`config.mk`:
```
export PLATFORM = sky130hd
export DESIGN_NAME = midi_note_duration_splitter_flat
export DESIGN_NICKNAME = d
export VERILOG_FILES = /design/src/mnds_pkg.sv /design/src/mnds_ifs.sv /design/src/mnds_front.sv /design/src/mnds_queue.sv /design/src/mnds_back.sv /design/src/midi_note_duration_splitter.sv /design/src/flat_wrapper.sv
export SDC_FILE = /design/constraint.sdc
export NUM_CORES = 1
export LEC_CHECK = 0
export ABC_CLOCK_PERIOD_IN_PS = 14200
export BUFFER_PORTS_ARGS = -buffer_cell sky130_fd_sc_hd__buf_2
export CAP_MARGIN = 30
export CORE_MARGIN = 1
export CORE_UTILIZATION = 55
export CTS_CLUSTER_SIZE = 10
export DETAILED_ROUTE_END_ITERATION = 10
export GPL_TIMING_DRIVEN = 0
export PLACE_DENSITY_LB_ADDON = 0.15
export SLEW_MARGIN = 20
export SYNTH_ARGS = -nofsm -noshare
export SYNTH_HDL_FRONTEND = slang
export SYNTH_SLANG_ARGS = --single-unit
```
`constraint.sdc`:
```
create_clock -name clk -period 14.2 [get_ports clk]
set_input_delay 2.84 -clock clk [delete_from_list [all_inputs] [get_ports clk]]
set_output_delay 2.84 -clock clk [all_outputs]
set_load 0.01 [all_outputs]
```
`src/mnds_pkg.sv`:
```
// ----------------------------------------------------------------------------
// MIDI note duration splitter: package
// Field widths, status codes, defaults and the queue entry type.
// ----------------------------------------------------------------------------
package mnds_pkg;

  localparam int STATUS_W     = 8;
  localparam int KEY_W        = 7;
  localparam int VEL_W        = 7;
  localparam int DELTA_W      = 28;
  localparam int TPQ_W        = 10;
  localparam int NOTE_VALUE_W = 4;
  localparam int DOTS_W       = 28;

  // whole note is four quarters; half of a base value is one bit narrower
  localparam int WHOLE_W = TPQ_W + 2;
  localparam int HALF_W  = WHOLE_W - 1;

  localparam logic [TPQ_W-1:0]        TPQ_RESET = 10'd384;
  localparam logic [DELTA_W-1:0]      LEN_MAX   = 28'h0FFFFFFF;
  localparam logic [NOTE_VALUE_W-1:0] MAX_SHIFT = 4'd15;

  // status classification
  localparam logic [STATUS_W-1:0] STATUS_KIND_MASK = 8'hF0;
  localparam logic [STATUS_W-1:0] STATUS_NOTE_OFF  = 8'h80;
  localparam logic [STATUS_W-1:0] STATUS_NOTE_ON   = 8'h90;

  localparam int MAX_PARTS_DEF     = 16;
  localparam int GRANULE_TICKS_DEF = 48;
  localparam int QUEUE_DEPTH       = 2;

  // one classified event, handed from front to back
  typedef struct packed {
    logic               is_on;
    logic [KEY_W-1:0]   key;
    logic [DELTA_W-1:0] len;
  } cmd_t;

endpackage

```
`src/mnds_ifs.sv`:
```
// ----------------------------------------------------------------------------
// MIDI note duration splitter: channel interfaces
// Event input, result output and configuration write channels.
// ----------------------------------------------------------------------------
interface mnds_in_if;
  logic                            valid;
  logic                            ready;
  logic [mnds_pkg::STATUS_W-1:0]   status_byte;
  logic [mnds_pkg::KEY_W-1:0]      key_number;
  logic [mnds_pkg::VEL_W-1:0]      velocity;
  logic [mnds_pkg::DELTA_W-1:0]    delta_ticks;

  modport source (output valid, status_byte, key_number, velocity, delta_ticks,
                  input ready);
  modport sink   (input valid, status_byte, key_number, velocity, delta_ticks,
                  output ready);
endinterface

interface mnds_out_if;
  logic                              valid;
  logic                              ready;
  logic                              is_rest;
  logic [mnds_pkg::KEY_W-1:0]        pitch;
  logic [mnds_pkg::NOTE_VALUE_W-1:0] note_value;
  logic [mnds_pkg::DOTS_W-1:0]       dot_count;
  logic                              last_part;

  modport source (output valid, is_rest, pitch, note_value, dot_count, last_part,
                  input ready);
  modport sink   (input valid, is_rest, pitch, note_value, dot_count, last_part,
                  output ready);
endinterface

interface mnds_cfg_if;
  logic                       valid;
  logic                       ready;
  logic [mnds_pkg::TPQ_W-1:0] ticks_per_quarter;

  modport source (output valid, ticks_per_quarter, input ready);
  modport sink   (input valid, ticks_per_quarter, output ready);
endinterface

```
`src/mnds_front.sv`:
```
// ----------------------------------------------------------------------------
// MIDI note duration splitter: front end
// Accepts events, drops non-note statuses, rounds the delta to the granule
// with a reciprocal multiply and a scale, and queues the result.
// ----------------------------------------------------------------------------
module mnds_front #(
  parameter int GRANULE_TICKS = mnds_pkg::GRANULE_TICKS_DEF
) (
  input  logic           clk,
  input  logic           rst_n,
  mnds_in_if.sink        in_ch,
  output mnds_pkg::cmd_t push_data,
  output logic           push_valid,
  input  logic           push_ready
);

  // numerator 2*delta + G, divisor 2*G
  localparam int NUM_W   = mnds_pkg::DELTA_W + 2;
  localparam int DIV_VAL = 2 * GRANULE_TICKS;
  localparam int DIV_L   = $clog2(DIV_VAL);
  localparam int G_W     = $clog2(GRANULE_TICKS + 1);
  localparam int PROD_W  = NUM_W + G_W;

  // quotient = (num * RECIP) >> SHIFT, exact for every num below 2**NUM_W
  localparam int RECIP_W = NUM_W + 1;
  localparam int SHIFT   = NUM_W + DIV_L;
  localparam int PR_W    = NUM_W + RECIP_W;

  localparam logic [63:0] RECIP_64 =
    ((64'd1 << SHIFT) + 64'(DIV_VAL) - 64'd1) / 64'(DIV_VAL);
  localparam logic [RECIP_W-1:0] RECIP   = RECIP_W'(RECIP_64);
  localparam logic [G_W-1:0]     G_CONST = G_W'(GRANULE_TICKS);

  localparam logic [1:0] ST_IDLE = 2'd0;
  localparam logic [1:0] ST_DIV  = 2'd1;
  localparam logic [1:0] ST_MUL  = 2'd2;
  localparam logic [1:0] ST_PUSH = 2'd3;

  logic [1:0]                    state_r, state_nxt;
  logic [NUM_W-1:0]              num_r, num_nxt;
  logic [PROD_W-1:0]             prod_r, prod_nxt;
  logic                          is_on_r, is_on_nxt;
  logic [mnds_pkg::KEY_W-1:0]    key_r, key_nxt;

  logic                          is_note;
  logic [mnds_pkg::STATUS_W-1:0] kind;
  logic [PR_W-1:0]               recip_prod;
  logic [mnds_pkg::DELTA_W-1:0]  len_sat;

  assign kind       = in_ch.status_byte & mnds_pkg::STATUS_KIND_MASK;
  assign is_note    = (kind == mnds_pkg::STATUS_NOTE_OFF) ||
                      (kind == mnds_pkg::STATUS_NOTE_ON);
  assign recip_prod = PR_W'(num_r) * PR_W'(RECIP);

  // saturate the rounded length to the field width
  assign len_sat = (prod_r > PROD_W'(mnds_pkg::LEN_MAX)) ? mnds_pkg::LEN_MAX
                                                         : prod_r[mnds_pkg::DELTA_W-1:0];

  assign in_ch.ready      = (state_r == ST_IDLE);
  assign push_valid       = (state_r == ST_PUSH) && (len_sat != '0);
  assign push_data.is_on  = is_on_r;
  assign push_data.key    = key_r;
  assign push_data.len    = len_sat;

  // sequencer: accept, divide, scale, push
  always_comb begin
    state_nxt = state_r;
    num_nxt   = num_r;
    prod_nxt  = prod_r;
    is_on_nxt = is_on_r;
    key_nxt   = key_r;
    case (state_r)
      ST_IDLE: begin
        if (in_ch.valid && is_note) begin
          num_nxt   = {1'b0, in_ch.delta_ticks, 1'b0} + NUM_W'(GRANULE_TICKS);
          is_on_nxt = (kind == mnds_pkg::STATUS_NOTE_ON) && (in_ch.velocity != '0);
          key_nxt   = in_ch.key_number;
          state_nxt = ST_DIV;
        end
      end
      ST_DIV: begin
        // quotient by 2*G through the reciprocal
        num_nxt   = NUM_W'(recip_prod[PR_W-1:SHIFT]);
        state_nxt = ST_MUL;
      end
      ST_MUL: begin
        prod_nxt  = PROD_W'(num_r) * PROD_W'(G_CONST);
        state_nxt = ST_PUSH;
      end
      ST_PUSH: begin
        // zero length gives nothing
        if ((len_sat == '0) || push_ready) begin
          state_nxt = ST_IDLE;
        end
      end
      default: state_nxt = ST_IDLE;
    endcase
  end

  always_ff @(posedge clk) begin
    if (!rst_n) begin
      state_r <= ST_IDLE;
    end else begin
      state_r <= state_nxt;
    end
    num_r   <= num_nxt;
    prod_r  <= prod_nxt;
    is_on_r <= is_on_nxt;
    key_r   <= key_nxt;
  end

endmodule

```
`src/mnds_queue.sv`:
```
// ----------------------------------------------------------------------------
// MIDI note duration splitter: command queue
// Short FIFO of classified events between the front and back ends.
// ----------------------------------------------------------------------------
module mnds_queue (
  input  logic           clk,
  input  logic           rst_n,
  input  mnds_pkg::cmd_t push_data,
  input  logic           push_valid,
  output logic           push_ready,
  output mnds_pkg::cmd_t pop_data,
  output logic           pop_valid,
  input  logic           pop_ready
);

  localparam int DEPTH = mnds_pkg::QUEUE_DEPTH;
  localparam int PTR_W = (DEPTH > 1) ? $clog2(DEPTH) : 1;
  localparam int CNT_W = $clog2(DEPTH + 1);

  mnds_pkg::cmd_t    entry_r [DEPTH];
  logic [PTR_W-1:0]  wr_ptr_r, wr_ptr_nxt;
  logic [PTR_W-1:0]  rd_ptr_r, rd_ptr_nxt;
  logic [CNT_W-1:0]  count_r, count_nxt;
  logic              do_push, do_pop;

  assign push_ready = (count_r != CNT_W'(DEPTH));
  assign pop_valid  = (count_r != '0);
  assign pop_data   = entry_r[rd_ptr_r];
  assign do_push    = push_valid && push_ready;
  assign do_pop     = pop_valid && pop_ready;

  // pointer and fill bookkeeping
  always_comb begin
    wr_ptr_nxt = wr_ptr_r;
    rd_ptr_nxt = rd_ptr_r;
    count_nxt  = count_r;
    if (do_push) begin
      wr_ptr_nxt = (wr_ptr_r == PTR_W'(DEPTH - 1)) ? '0 : wr_ptr_r + 1'b1;
    end
    if (do_pop) begin
      rd_ptr_nxt = (rd_ptr_r == PTR_W'(DEPTH - 1)) ? '0 : rd_ptr_r + 1'b1;
    end
    if (do_push && !do_pop) begin
      count_nxt = count_r + 1'b1;
    end else if (do_pop && !do_push) begin
      count_nxt = count_r - 1'b1;
    end
  end

  always_ff @(posedge clk) begin
    if (!rst_n) begin
      wr_ptr_r <= '0;
      rd_ptr_r <= '0;
      count_r  <= '0;
    end else begin
      wr_ptr_r <= wr_ptr_nxt;
      rd_ptr_r <= rd_ptr_nxt;
      count_r  <= count_nxt;
    end
  end

  // storage
  always_ff @(posedge clk) begin
    if (do_push) begin
      entry_r[wr_ptr_r] <= push_data;
    end
  end

endmodule

```
`src/mnds_back.sv`:
```
// ----------------------------------------------------------------------------
// MIDI note duration splitter: back end
// Splits each queued length into note or rest values: shift search one step
// a cycle, bit-serial dot division, then a registered result stage.
// ----------------------------------------------------------------------------
module mnds_back #(
  parameter int MAX_PARTS = mnds_pkg::MAX_PARTS_DEF
) (
  input  logic                       clk,
  input  logic                       rst_n,
  input  logic [mnds_pkg::TPQ_W-1:0] tpq,
  input  mnds_pkg::cmd_t             pop_data,
  input  logic                       pop_valid,
  output logic                       pop_ready,
  mnds_out_if.source                 out_ch
);

  localparam int CNT_W  = (MAX_PARTS > 1) ? $clog2(MAX_PARTS) : 1;
  localparam int STEP_W = $clog2(mnds_pkg::DOTS_W + 1);
  localparam int LEN_W  = mnds_pkg::DELTA_W;
  localparam int HW     = mnds_pkg::HALF_W;

  localparam logic [1:0] ST_IDLE = 2'd0;
  localparam logic [1:0] ST_SRCH = 2'd1;
  localparam logic [1:0] ST_DIV  = 2'd2;
  localparam logic [1:0] ST_EMIT = 2'd3;

  logic [1:0]                         state_r, state_nxt;
  logic [LEN_W-1:0]                   len_r, len_nxt;
  logic                               is_on_r, is_on_nxt;
  logic [mnds_pkg::KEY_W-1:0]         key_r, key_nxt;
  logic [mnds_pkg::NOTE_VALUE_W-1:0]  n_r, n_nxt;
  logic [CNT_W-1:0]                   cnt_r, cnt_nxt;
  logic [mnds_pkg::DOTS_W-1:0]        dq_r, dq_nxt;
  logic [HW-1:0]                      rem_r, rem_nxt;
  logic [STEP_W-1:0]                  step_r, step_nxt;

  // result register
  logic                               out_valid_r, out_valid_nxt;
  logic                               out_is_rest_r;
  logic [mnds_pkg::KEY_W-1:0]         out_pitch_r;
  logic [mnds_pkg::NOTE_VALUE_W-1:0]  out_note_value_r;
  logic [mnds_pkg::DOTS_W-1:0]        out_dots_r;
  logic                               out_last_r;

  logic [mnds_pkg::WHOLE_W-1:0]       whole, base;
  logic [HW-1:0]                      half;
  logic [LEN_W-1:0]                   left;
  logic [HW:0]                        trial;
  logic                               load_out, is_last;

  assign whole    = {tpq, 2'b00};
  assign base     = whole >> n_r;
  assign half     = base[mnds_pkg::WHOLE_W-1:1];
  assign left     = len_r - LEN_W'(base);
  assign trial    = {rem_r, dq_r[mnds_pkg::DOTS_W-1]};
  assign load_out = (state_r == ST_EMIT) && (!out_valid_r || out_ch.ready);
  assign is_last  = !is_on_r || (len_r == '0) || (cnt_r == CNT_W'(MAX_PARTS - 1));

  assign pop_ready = (state_r == ST_IDLE);

  // split sequencer
  always_comb begin
    state_nxt = state_r;
    len_nxt   = len_r;
    is_on_nxt = is_on_r;
    key_nxt   = key_r;
    n_nxt     = n_r;
    cnt_nxt   = cnt_r;
    dq_nxt    = dq_r;
    rem_nxt   = rem_r;
    step_nxt  = step_r;
    case (state_r)
      ST_IDLE: begin
        if (pop_valid) begin
          len_nxt   = pop_data.len;
          is_on_nxt = pop_data.is_on;
          key_nxt   = pop_data.key;
          n_nxt     = '0;
          cnt_nxt   = '0;
          state_nxt = ST_SRCH;
        end
      end
      ST_SRCH: begin
        // longest whole-note shift not above the remaining length
        if ((n_r != mnds_pkg::MAX_SHIFT) && (LEN_W'(base) > len_r)) begin
          n_nxt = n_r + 1'b1;
        end else if (half == '0) begin
          // no dot fits a zero half value
          dq_nxt    = '0;
          len_nxt   = left;
          state_nxt = ST_EMIT;
        end else begin
          dq_nxt    = left;
          rem_nxt   = '0;
          step_nxt  = STEP_W'(mnds_pkg::DOTS_W);
          state_nxt = ST_DIV;
        end
      end
      ST_DIV: begin
        // dots = left / half, one bit a cycle; remainder is what stays
        if (trial >= {1'b0, half}) begin
          rem_nxt = HW'(trial - {1'b0, half});
          dq_nxt  = {dq_r[mnds_pkg::DOTS_W-2:0], 1'b1};
        end else begin
          rem_nxt = trial[HW-1:0];
          dq_nxt  = {dq_r[mnds_pkg::DOTS_W-2:0], 1'b0};
        end
        step_nxt = step_r - 1'b1;
        if (step_r == STEP_W'(1)) begin
          len_nxt   = LEN_W'(rem_nxt);
          state_nxt = ST_EMIT;
        end
      end
      ST_EMIT: begin
        if (load_out) begin
          if (is_last) begin
            state_nxt = ST_IDLE;
          end else begin
            cnt_nxt   = cnt_r + 1'b1;
            n_nxt     = '0;
            state_nxt = ST_SRCH;
          end
        end
      end
      default: state_nxt = ST_IDLE;
    endcase
  end

  // result valid: set on load, cleared when taken
  always_comb begin
    out_valid_nxt = out_valid_r;
    if (load_out) begin
      out_valid_nxt = 1'b1;
    end else if (out_ch.ready) begin
      out_valid_nxt = 1'b0;
    end
  end

  always_ff @(posedge clk) begin
    if (!rst_n) begin
      state_r     <= ST_IDLE;
      out_valid_r <= 1'b0;
    end else begin
      state_r     <= state_nxt;
      out_valid_r <= out_valid_nxt;
    end
    len_r   <= len_nxt;
    is_on_r <= is_on_nxt;
    key_r   <= key_nxt;
    n_r     <= n_nxt;
    cnt_r   <= cnt_nxt;
    dq_r    <= dq_nxt;
    rem_r   <= rem_nxt;
    step_r  <= step_nxt;
  end

  // result payload
  always_ff @(posedge clk) begin
    if (load_out) begin
      out_is_rest_r    <= is_on_r;
      out_pitch_r      <= is_on_r ? '0 : key_r;
      out_note_value_r <= n_r;
      out_dots_r       <= dq_r;
      out_last_r       <= is_last;
    end
  end

  assign out_ch.valid      = out_valid_r;
  assign out_ch.is_rest    = out_is_rest_r;
  assign out_ch.pitch      = out_pitch_r;
  assign out_ch.note_value = out_note_value_r;
  assign out_ch.dot_count  = out_dots_r;
  assign out_ch.last_part  = out_last_r;

endmodule

```
`src/midi_note_duration_splitter.sv`:
```
// ----------------------------------------------------------------------------
// MIDI note duration splitter: top level
// Turns MIDI note events and their delta times into note and rest values.
// ----------------------------------------------------------------------------
// The block takes one event per item on in_ch and gives zero or more results
// on out_ch, the final one of an event flagged by last_part. Statuses other
// than note-on and note-off are dropped. A note event passes the front end
// in order (accept, reciprocal multiply for the division by twice the
// granule, scale by the granule, push); up to two rounded events then wait
// in a queue. The back end picks an event from the queue and then, per
// result, runs a shift search (a whole note is below 4096 ticks), a
// bit-serial dot division when the half value is nonzero and a load of the
// output register; a rest run has at most MAX_PARTS parts, and no new event
// is taken until the last result of the current one is loaded. Front and
// back work on different events at once. ticks_per_quarter is written over
// cfg_ch, always ready, and must only change while the block is idle. No
// clearing pass is needed after reset.
module midi_note_duration_splitter #(
  parameter int MAX_PARTS     = mnds_pkg::MAX_PARTS_DEF,
  parameter int GRANULE_TICKS = mnds_pkg::GRANULE_TICKS_DEF
) (
  input  logic       clk,
  input  logic       rst_n,
  mnds_in_if.sink    in_ch,
  mnds_out_if.source out_ch,
  mnds_cfg_if.sink   cfg_ch
);

  logic [mnds_pkg::TPQ_W-1:0] tpq_r;
  mnds_pkg::cmd_t             push_data, pop_data;
  logic                       push_valid, push_ready;
  logic                       pop_valid, pop_ready;

  // configuration register
  assign cfg_ch.ready = 1'b1;

  always_ff @(posedge clk) begin
    if (!rst_n) begin
      tpq_r <= mnds_pkg::TPQ_RESET;
    end else if (cfg_ch.valid) begin
      tpq_r <= cfg_ch.ticks_per_quarter;
    end
  end

  mnds_front #(
    .GRANULE_TICKS(GRANULE_TICKS)
  ) u_front (
    .clk       (clk),
    .rst_n     (rst_n),
    .in_ch     (in_ch),
    .push_data (push_data),
    .push_valid(push_valid),
    .push_ready(push_ready)
  );

  mnds_queue u_queue (
    .clk       (clk),
    .rst_n     (rst_n),
    .push_data (push_data),
    .push_valid(push_valid),
    .push_ready(push_ready),
    .pop_data  (pop_data),
    .pop_valid (pop_valid),
    .pop_ready (pop_ready)
  );

  mnds_back #(
    .MAX_PARTS(MAX_PARTS)
  ) u_back (
    .clk      (clk),
    .rst_n    (rst_n),
    .tpq      (tpq_r),
    .pop_data (pop_data),
    .pop_valid(pop_valid),
    .pop_ready(pop_ready),
    .out_ch   (out_ch)
  );

endmodule

```
`src/flat_wrapper.sv`:
```
// flat-port wrapper written by rule: the top's interface ports become plain ports
module midi_note_duration_splitter_flat 
#(
  parameter int MAX_PARTS     = mnds_pkg::MAX_PARTS_DEF,
  parameter int GRANULE_TICKS = mnds_pkg::GRANULE_TICKS_DEF
)
  (clk, rst_n, in_ch_valid, in_ch_status_byte, in_ch_key_number, in_ch_velocity, in_ch_delta_ticks, in_ch_ready, out_ch_valid, out_ch_is_rest, out_ch_pitch, out_ch_note_value, out_ch_dot_count, out_ch_last_part, out_ch_ready, cfg_ch_valid, cfg_ch_ticks_per_quarter, cfg_ch_ready);
  mnds_in_if in_ch_i ();
  mnds_out_if out_ch_i ();
  mnds_cfg_if cfg_ch_i ();
  input  logic clk;
  input  logic rst_n;
  input wire logic [$bits(in_ch_i.valid)-1:0] in_ch_valid;
  input wire logic [$bits(in_ch_i.status_byte)-1:0] in_ch_status_byte;
  input wire logic [$bits(in_ch_i.key_number)-1:0] in_ch_key_number;
  input wire logic [$bits(in_ch_i.velocity)-1:0] in_ch_velocity;
  input wire logic [$bits(in_ch_i.delta_ticks)-1:0] in_ch_delta_ticks;
  output wire logic [$bits(in_ch_i.ready)-1:0] in_ch_ready;
  output wire logic [$bits(out_ch_i.valid)-1:0] out_ch_valid;
  output wire logic [$bits(out_ch_i.is_rest)-1:0] out_ch_is_rest;
  output wire logic [$bits(out_ch_i.pitch)-1:0] out_ch_pitch;
  output wire logic [$bits(out_ch_i.note_value)-1:0] out_ch_note_value;
  output wire logic [$bits(out_ch_i.dot_count)-1:0] out_ch_dot_count;
  output wire logic [$bits(out_ch_i.last_part)-1:0] out_ch_last_part;
  input wire logic [$bits(out_ch_i.ready)-1:0] out_ch_ready;
  input wire logic [$bits(cfg_ch_i.valid)-1:0] cfg_ch_valid;
  input wire logic [$bits(cfg_ch_i.ticks_per_quarter)-1:0] cfg_ch_ticks_per_quarter;
  output wire logic [$bits(cfg_ch_i.ready)-1:0] cfg_ch_ready;
  assign in_ch_i.valid = in_ch_valid;
  assign in_ch_i.status_byte = in_ch_status_byte;
  assign in_ch_i.key_number = in_ch_key_number;
  assign in_ch_i.velocity = in_ch_velocity;
  assign in_ch_i.delta_ticks = in_ch_delta_ticks;
  assign in_ch_ready = in_ch_i.ready;
  assign out_ch_valid = out_ch_i.valid;
  assign out_ch_is_rest = out_ch_i.is_rest;
  assign out_ch_pitch = out_ch_i.pitch;
  assign out_ch_note_value = out_ch_i.note_value;
  assign out_ch_dot_count = out_ch_i.dot_count;
  assign out_ch_last_part = out_ch_i.last_part;
  assign out_ch_i.ready = out_ch_ready;
  assign cfg_ch_i.valid = cfg_ch_valid;
  assign cfg_ch_i.ticks_per_quarter = cfg_ch_ticks_per_quarter;
  assign cfg_ch_ready = cfg_ch_i.ready;
  midi_note_duration_splitter #(.MAX_PARTS(MAX_PARTS), .GRANULE_TICKS(GRANULE_TICKS)) u_core (.clk(clk), .rst_n(rst_n), .in_ch(in_ch_i), .out_ch(out_ch_i), .cfg_ch(cfg_ch_i));
endmodule
```
==> metrics.csv <==
metric,value,unit
gr-total-overflow,0,
cts_max_path_buffers,3,
start_util,56.02,%
grt_util_met1,37.01,%
vias,19690,
rows,83,
grt_pass1_wl,116.3,mm
layout_commonest_cell,inv_1,
cts_htree_levels,2,
cp-end-kind,flop,
cap_viol_max_count,0,
grtUsageMet3,5.598,%
clk_pin_slew,0.06,ns
critical_path.max_stage_delay,0.78,ns
antenna_left,0,
finalNetCount,3646,
postCtsSetupRepairBufs,0,
grt_busiest_layer,met2,
final_cell_mix,"inv_1 (553), ha_1 (406), fa_1 (313)",
worst_slew_pin_slew,0.8376,ns
drv_slew,0,
max_slew_margin,43.82,%
cp_cell_sequence,"ha_1, xor2_1, ha_1, inv_1, fa_1, fa_1, inv_1, fa_1, fa_1, fa_1, inv_1, fa_1, inv_1, ha_1, and4_1, o211a_1, a22oi_1, o31ai_1, a31oi_1, o221ai_2, a41o_1, a311oi_1, nor3_1, nor4_1",
synth_edf_count,265,
cp_common_cell,fa_1,
post-route-period-util,62.70,%
drt_iter0_markers,1098,
synth_area_leaders,"edfxtp_1 (27%), fa_1 (22%), ha_1 (18%), inv_1 (7.2%), xnor2_1 (2.7%)",
area_growth,8.879,%
grt_max_degree,34,
via_per_inst,5.538,
track_usage,28.88,%
fmaxAchievable,112.3,MHz
critPathTopFamily,adder cells,
hp-class,reg2reg,
first_global_vias,20530,
arrival,9.27,ns
ys_async_sr_fraction,0,%
rsz0062_at_grt,no,
fp.dieH,231.5,um
clk-insertion-delay-late,0.55,ns
core,51720,um^2
ys.flop_type,edfxtp_1,
yosys.area.top_type,edfxtp_1,
critical_path_required,14.57,ns
hold_viol,0,
hold_buffers,0,
cts_made_buffers,36,
setup-violations-final,0,
drt-wirelength-per-cell,20.76,um
portBuffers,102,
drive_above_1_share,8.070,%
antenna_found_initial,2,
cts_tree,yes,
cts_root_buf,clkbuf_16,
met2_usage,48.37,%
synth.cell_area,28970,um^2
dp_hpwl,63.73,mm
drc,0,
ys_warn_count,0,
die_x,231.5,um
worst_path_max_delay_cell,edfxtp_1,
drtPass1Iterations,5,
die-area,53600,um^2
worstPathMaxFanout,9,
yosysUniqueCellTypes,82,
seq_area_frac_synth,28.85,%
io_pins,109,
synth_nets,3497,
yosys.area.top_type_share,27.47,%
cp-start-kind,flop,
place.gp.congestion,0.9492,
fin_crit,8.903,ns
synth_cells,2712,
num_antenna_cells,0,
cp_num_buf_inv,4,
worst-setup-path-type,reg2reg,
clkSinkCount,285,
synth_seq_cells,285,
status,completed,
wirelength,73.81,mm
cts_resized,0,
finClkSkew,0.02509,ns
finalSetupTns,0,ns
synth.avg_cell_area,10.68,um^2
-- per-layer routing --
metal / up-vias / wire (um)
met3: 134 / 4677
met4: 2 / 2867
li1: 9399 / -
met2: 523 / 35660
met5: - / 13
met1: 9631 / 30590
-- synth_stat cells, types with 14 or more instances --
library cell,number
a211oi_1,15
a21o_1,61
a21oi_1,132
and2_1,26
and3_1,15
clkbuf_1,35
dfxtp_1,20
edfxtp_1,265
fa_1,313
ha_1,407
inv_1,553
mux2_2,14
mux2i_1,55
nand2_1,131
nand3_1,29
nand4_1,14
nor2_1,132
nor2b_1,31
nor3_1,20
nor4_1,15
o21ai_0,76
o22ai_1,18
or2_2,33
xnor2_1,89
xor2_1,56
-- through the flow --
stage | util, % | setup WS [ns] | hold WS [ns] | cells | area (um^2)
2_1_floorplan | - | 7.008 | 0.4215 | 2712 | 28970
3_3_place_gp | 58.65 | 5.429 | 0.4305 | 3494 | 30330
3_5_place_dp | 58.98 | 5.377 | 0.4385 | 3502 | 30500
4_1_cts | 60.99 | 5.288 | 0.4522 | 3554 | 31540
5_1_grt | 60.99 | 4.913 | 0.4679 | 3555 | 31540
6_report | 60.99 | 5.297 | 0.4499 | 3555 | 31540
-- registers in the layout, indices dropped and copies added, names as in the netlist, 10 cells and up, named ones only --
register and flops:
u_core.u_back.len_r 28, u_core.u_front.prod_r 32, u_core.u_back.dq_r 28, u_core.u_front.num_r 30
u_core.u_back.rem_r 11, u_core.u_queue.entry_r 66, u_core.u_back.out_ch.dot_count 28, u_core.tpq_r 10
-- worst paths after layout --
| path | start | endpoint | slack (ns) | cells after the start |
|---|---|---|---|---|
| max | u_core.u_front.num_r[11] | u_core.u_front.num_r[23] | 5.30 | 24 |
| min | u_core.u_back.dq_r[6] | u_core.u_back.out_ch.dot_count[6] | 0.45 | 0 |
| max reg2reg | u_core.u_front.num_r[11] | u_core.u_front.num_r[23] | 5.30 | 24 |
| min reg2reg | u_core.u_back.dq_r[6] | u_core.u_back.out_ch.dot_count[6] | 0.45 | 0 |
-- cell families (layout without fill, tap and decap cells) --
family          Yosys count  count (layout)  share of synthesized area, %
xor+xnor                145             145                         4.384
flops                   285             285                         28.85
simple gates            490             490                         8.365
fa+ha+maj               720             720                         39.21
compound gates          406             406                         8.992
other cells               1               1                       0.01294
mux                      69              69                         2.444
buf+inv                 596             759                         7.748
-- area by class of cell --
type,count,area [um^2]
sequential,285,8358
clock buffer,46,969.7
tap,680,850.8
multi-input combinational,1831,18410
inverter,556,2087
fill,4313,20170
buffer,40,157.7
clock inverter,6,66.31
timing repair buffer,111,644.4
-- worst reg2reg max path, stage by stage, from the launching register on --
cell	delay, ns
edfxtp_1	0.78
ha_1	0.35
xor2_1	0.48
ha_1	0.36
inv_1	0.20
fa_1	0.47
fa_1	0.51
inv_1	0.05
fa_1	0.46
fa_1	0.57
fa_1	0.56
inv_1	0.07
fa_1	0.55
inv_1	0.09
ha_1	0.39
and4_1	0.24
o211a_1	0.13
a22oi_1	0.21
o31ai_1	0.11
a31oi_1	0.47
o221ai_2	0.32
a41o_1	0.41
a311oi_1	0.52
nor3_1	0.12
nor4_1	0.30
Power is not shown: default switching activity piles up to over one toggle a cycle in this logic, so the estimate is an artifact.
